$ cat config.mk
export PLATFORM = sky130hd
export DESIGN_NAME = lph_hash
export DESIGN_NICKNAME = d
export VERILOG_FILES = /design/src/rtl/lph_pkg.sv /design/src/rtl/lph_hash.sv
export SDC_FILE = /design/constraint.sdc
export NUM_CORES = 1
export LEC_CHECK = 0
export BUFFER_PORTS_ARGS = -buffer_cell sky130_fd_sc_hd__buf_2
export CAP_MARGIN = 20
export CORE_UTILIZATION = 30
export DETAILED_ROUTE_END_ITERATION = 8
export GPL_ROUTABILITY_DRIVEN = 0
export PLACE_DENSITY = 0.78
export SLEW_MARGIN = 20
export SYNTH_ARGS = -nofsm -noshare
export SYNTH_HDL_FRONTEND = slang
export SYNTH_SLANG_ARGS = --single-unit
$ cat constraint.sdc
create_clock -name vclk -period 3.26
set_clock_uncertainty 0.15 [all_clocks]
set_input_delay 0.163 -clock vclk [all_inputs]
set_output_delay 0.163 -clock vclk [all_outputs]
set_load 0.01 [all_outputs]
$ cat src/rtl/lph_pkg.sv
package lph_pkg;

    localparam int BucketAw  = 10;
    localparam int Buckets   = 1 << BucketAw;
    localparam int EntryAw   = 10;
    localparam int Entries   = 1 << EntryAw;
    localparam int CntW      = BucketAw + 1;
    localparam int LiveW     = 11;
    localparam int KeyW      = 64;
    localparam int Log2W     = 4;

    localparam logic [63:0] HashMul = 64'h9E37_79B9_7F4A_7C15;
    localparam logic [63:0] NegZero = 64'h8000_0000_0000_0000;
    localparam logic [63:0] AbsMask = 64'h7FFF_FFFF_FFFF_FFFF;
    localparam logic [63:0] ExpOnes = 64'h7FF0_0000_0000_0000;

    localparam logic [Log2W-1:0] Log2Min = 4'd1;
    localparam logic [Log2W-1:0] Log2Max = 4'(BucketAw);

    localparam logic [2:0] PaddrLog2   = 3'h0;
    localparam logic [2:0] PaddrFormat = 3'h4;

    typedef enum logic [1:0] {
        TAG_EMPTY = 2'd0,
        TAG_TOMB  = 2'd1,
        TAG_USED  = 2'd2
    } t_tag;

    typedef enum logic [2:0] {
        K_FIND   = 3'd0,
        K_INSERT = 3'd1,
        K_REMOVE = 3'd2,
        K_UPDATE = 3'd3,
        K_CLEAR  = 3'd4
    } t_kind;

    typedef struct packed {
        t_tag                tag;
        logic [EntryAw-1:0]  val;
    } t_bucket;

    typedef struct packed {
        logic [BucketAw-1:0] mask;
        logic [BucketAw-1:0] hash;
    } t_probe;

    // Integer keys compare bit for bit; double keys use IEEE equality.
    function automatic logic keys_equal(logic [63:0] a, logic [63:0] b, logic fmt);
        logic a_nan;
        logic b_nan;
        logic zeros;
        a_nan = (a & AbsMask) > ExpOnes;
        b_nan = (b & AbsMask) > ExpOnes;
        zeros = ((a & AbsMask) == 64'd0) && ((b & AbsMask) == 64'd0);
        if (!fmt) begin
            return a == b;
        end
        if (a_nan || b_nan) begin
            return 1'b0;
        end
        return zeros || (a == b);
    endfunction

endpackage

$ cat src/rtl/lph_hash.sv
module lph_hash (
    input  logic [63:0]               i_key,
    input  logic                      i_format,
    input  logic [lph_pkg::Log2W-1:0] i_log2,
    output lph_pkg::t_probe           o_probe
);
    import lph_pkg::*;

    logic [63:0]          bits;
    logic [2*BucketAw-1:0] prod;
    logic [Log2W-1:0]     n;
    logic [CntW-1:0]      count;

    always_comb begin
        // Folding negative zero keeps both zeros in one probe chain.
        bits = (i_format && i_key == NegZero) ? 64'd0 : i_key;
        // Only the low bits of the product reach the bucket address.
        prod = bits[BucketAw-1:0] * HashMul[BucketAw-1:0];
        if (i_log2 < Log2Min) begin
            n = Log2Min;
        end else if (i_log2 > Log2Max) begin
            n = Log2Max;
        end else begin
            n = i_log2;
        end
        count = CntW'(1) << n;
        o_probe.hash = prod[BucketAw-1:0];
        o_probe.mask = BucketAw'(count - CntW'(1));
    end
endmodule

==> results.md <==
* Core Util, Final at 41.6%
* Final wirelength at 1.49 mm
* RSZ-0062 raised after global routing: no
* Die area at 2490 sq um
* Psw at 0.000144 W
* Via count at 643
* Status: finished clean
* Final period utilization at 93.2%
* First-pass GRT wire length at 2.66 mm
* Register area share after synthesis at 0%
* Initial core utilization at 33.3%
* CP Cell Sequence: buf_2, ha_1, ha_1, inv_1, fa_1, inv_1, ha_4, and4_1, a221o_1, a21oi_2, xnor2_1, buf_2
* Comb power frac at 100.0%
* Sum Neg Setup Slack at 0 ns
* Cell Area, Synth at 687 sq um
* Flop pwr share at 0%
* DP Area at 845 sq um
* Cell taking the most area after synthesis: ha_1
* Top cells by area, synth: ha_1, xnor2_1, xor2_1
* Setup-failing EPs final at 0
* Postcts setup bufs at 0
* I/O Pins at 89
* DP HPWL at 1.36 mm
* FFs & Latches at 0
* Post-route DRC at 0
* Ratio of cells with drive above 1 in the final layout at 33.3%
* Synthesis Warnings at 0
* Minimum clock period at 3.04 ns
* Antenna Cells at 0
* DR iter-0 viols at 3
* Netlist cell types at 29
* Max-cap violation count at 0
* Worst path required time at 2.95 ns
* Synth cell count leaders: ha_1, clkbuf_1, xnor2_1
* Clock network power share at 0%
* CP startpoint kind: primary input
* TritonRoute pass-1 iters at 4
* Leakage at 0.453 nW
* Synth Area per Inst at 7.81 sq um
* Largest net degree at the start of global routing at 10
* Finished Cell Area at 857 sq um
* Internal at 0.000129 W
* Pwr Total at 0.000272 W
* Initial antenna violation count at 0
* Buffers added on ports at 33
* Switching Share at 52.8%
* Tot GR Track Use at 13.2%
* Peak Freq at 0.329 GHz
* FF/Latch Area at 0 sq um
* FP Rows at 16
* Slew Limit Fails at 0
* Die H at 49.9 um
* CP Max Fanout at 5
* Max IR drop VDD at 158 uV
* Hold_ws at 0.407 ns
* Pwr dens at 318 nW/um^2
* Crit. End Element: primary output
* Antenna Nets Post-Route at 0
* Die Width at 49.9 um
* Final hold violation count at 0
* Grt total ovfl at 0
* Top-count cell post-synth: ha_1
* Vias in the first global route at 622
* Area growth syn-to-layout at 24.8%
* Worst EP arrival at 2.73 ns
* Crit-path max cell delay at 0.53 ns
* Tightest Hold Check Type: in -> out
* Final #Nets at 201
* CP Class: in -> out
* Top cell type's share of synthesized area at 31.0%
* Wire per inst at 10.8 um
* Core ar. at 2060 sq um
* CLK BUF at 0
* Slowest-stage cell, CP: fa_1
* Gate Count Post-Synth at 88
* Via-to-Cell Ratio at 4.66
==> area by class of cell <==
class              count  area [sq um]
fillers              214          1200
inverters              8          30.0
multi-input cells     70           628
well taps             27          33.8
repair buffers        33           165
==> logic make-up (layout without fill, tap and decap cells) <==
family | count (synthesis) | after routing | share of synthesized area (%)
multiplexers | 3 | 3 | 4.37
AND/OR/NAND/NOR | 14 | 14 | 10.4
buffers and inverters | 19 | 41 | 10.9
XOR/XNOR | 15 | 15 | 19.1
adder cells (fa/ha/maj) | 19 | 19 | 36.8
other | 1 | 2 | 0.546
AO/OA/AOI/OAI | 17 | 17 | 17.9
==> worst max-delay path, delay by kind of cell <==
family	cells	cell delay (ns)
fa+ha+maj	4	1.35
compound gates	2	0.51
buf+inv	4	0.39
simple gates	1	0.19
xor+xnor	1	0.12
==> layout by cell type (no fill, tap or decap), types with 2 or more instances in the layout <==
cell / count
xor2_1: 5
o21bai_1: 2
nand2_1: 4
fa_1: 2
o21ai_0: 6
buf_2: 33
conb_1: 2
mux2i_1: 3
nor2_1: 3
inv_1: 8
xnor2_1: 10
ha_1: 16
==> worst paths after layout <==
path,start,end,cells past startpoint
max,i_key[3],o_probe[9],12
min,i_key[0],o_probe[0],2
==> power groups by stage <==
stage	registers [W]	logic (W)	clock network, W
after floorplan	0	0.000187	0
after global placement	0	0.000261	0
after detailed placement	0	0.000269	0
after CTS	0	0.000270	0
after global routing	0	0.000308	0
final	0	0.000272	0
==> layer usage <==
| layer | share of wire [%] | global-route usage (%) |
|---|---|---|
| met4 | 0.54 | 0.476 |
| met2 | 43 | 23.4 |
| met3 | 3.9 | 0.309 |
| met5 | 0 | 0 |
| met1 | 52 | 18.4 |
==> per-stage QoR <==
stage,std cells,worst slack (ns)
6_report,138,0.221
5_1_grt,138,0.0423
3_3_place_gp,138,0.129
2_1_floorplan,89,0.329
3_5_place_dp,138,0.0890
4_1_cts,138,0.103
==> what timing repair did <==
item / in CTS / in global routing
hold buffers: 0 / 0
resized for setup: 0 / 1
endpoints found under the setup margin: 0 / 1
Note: power is estimated with default switching activity, not from simulation.
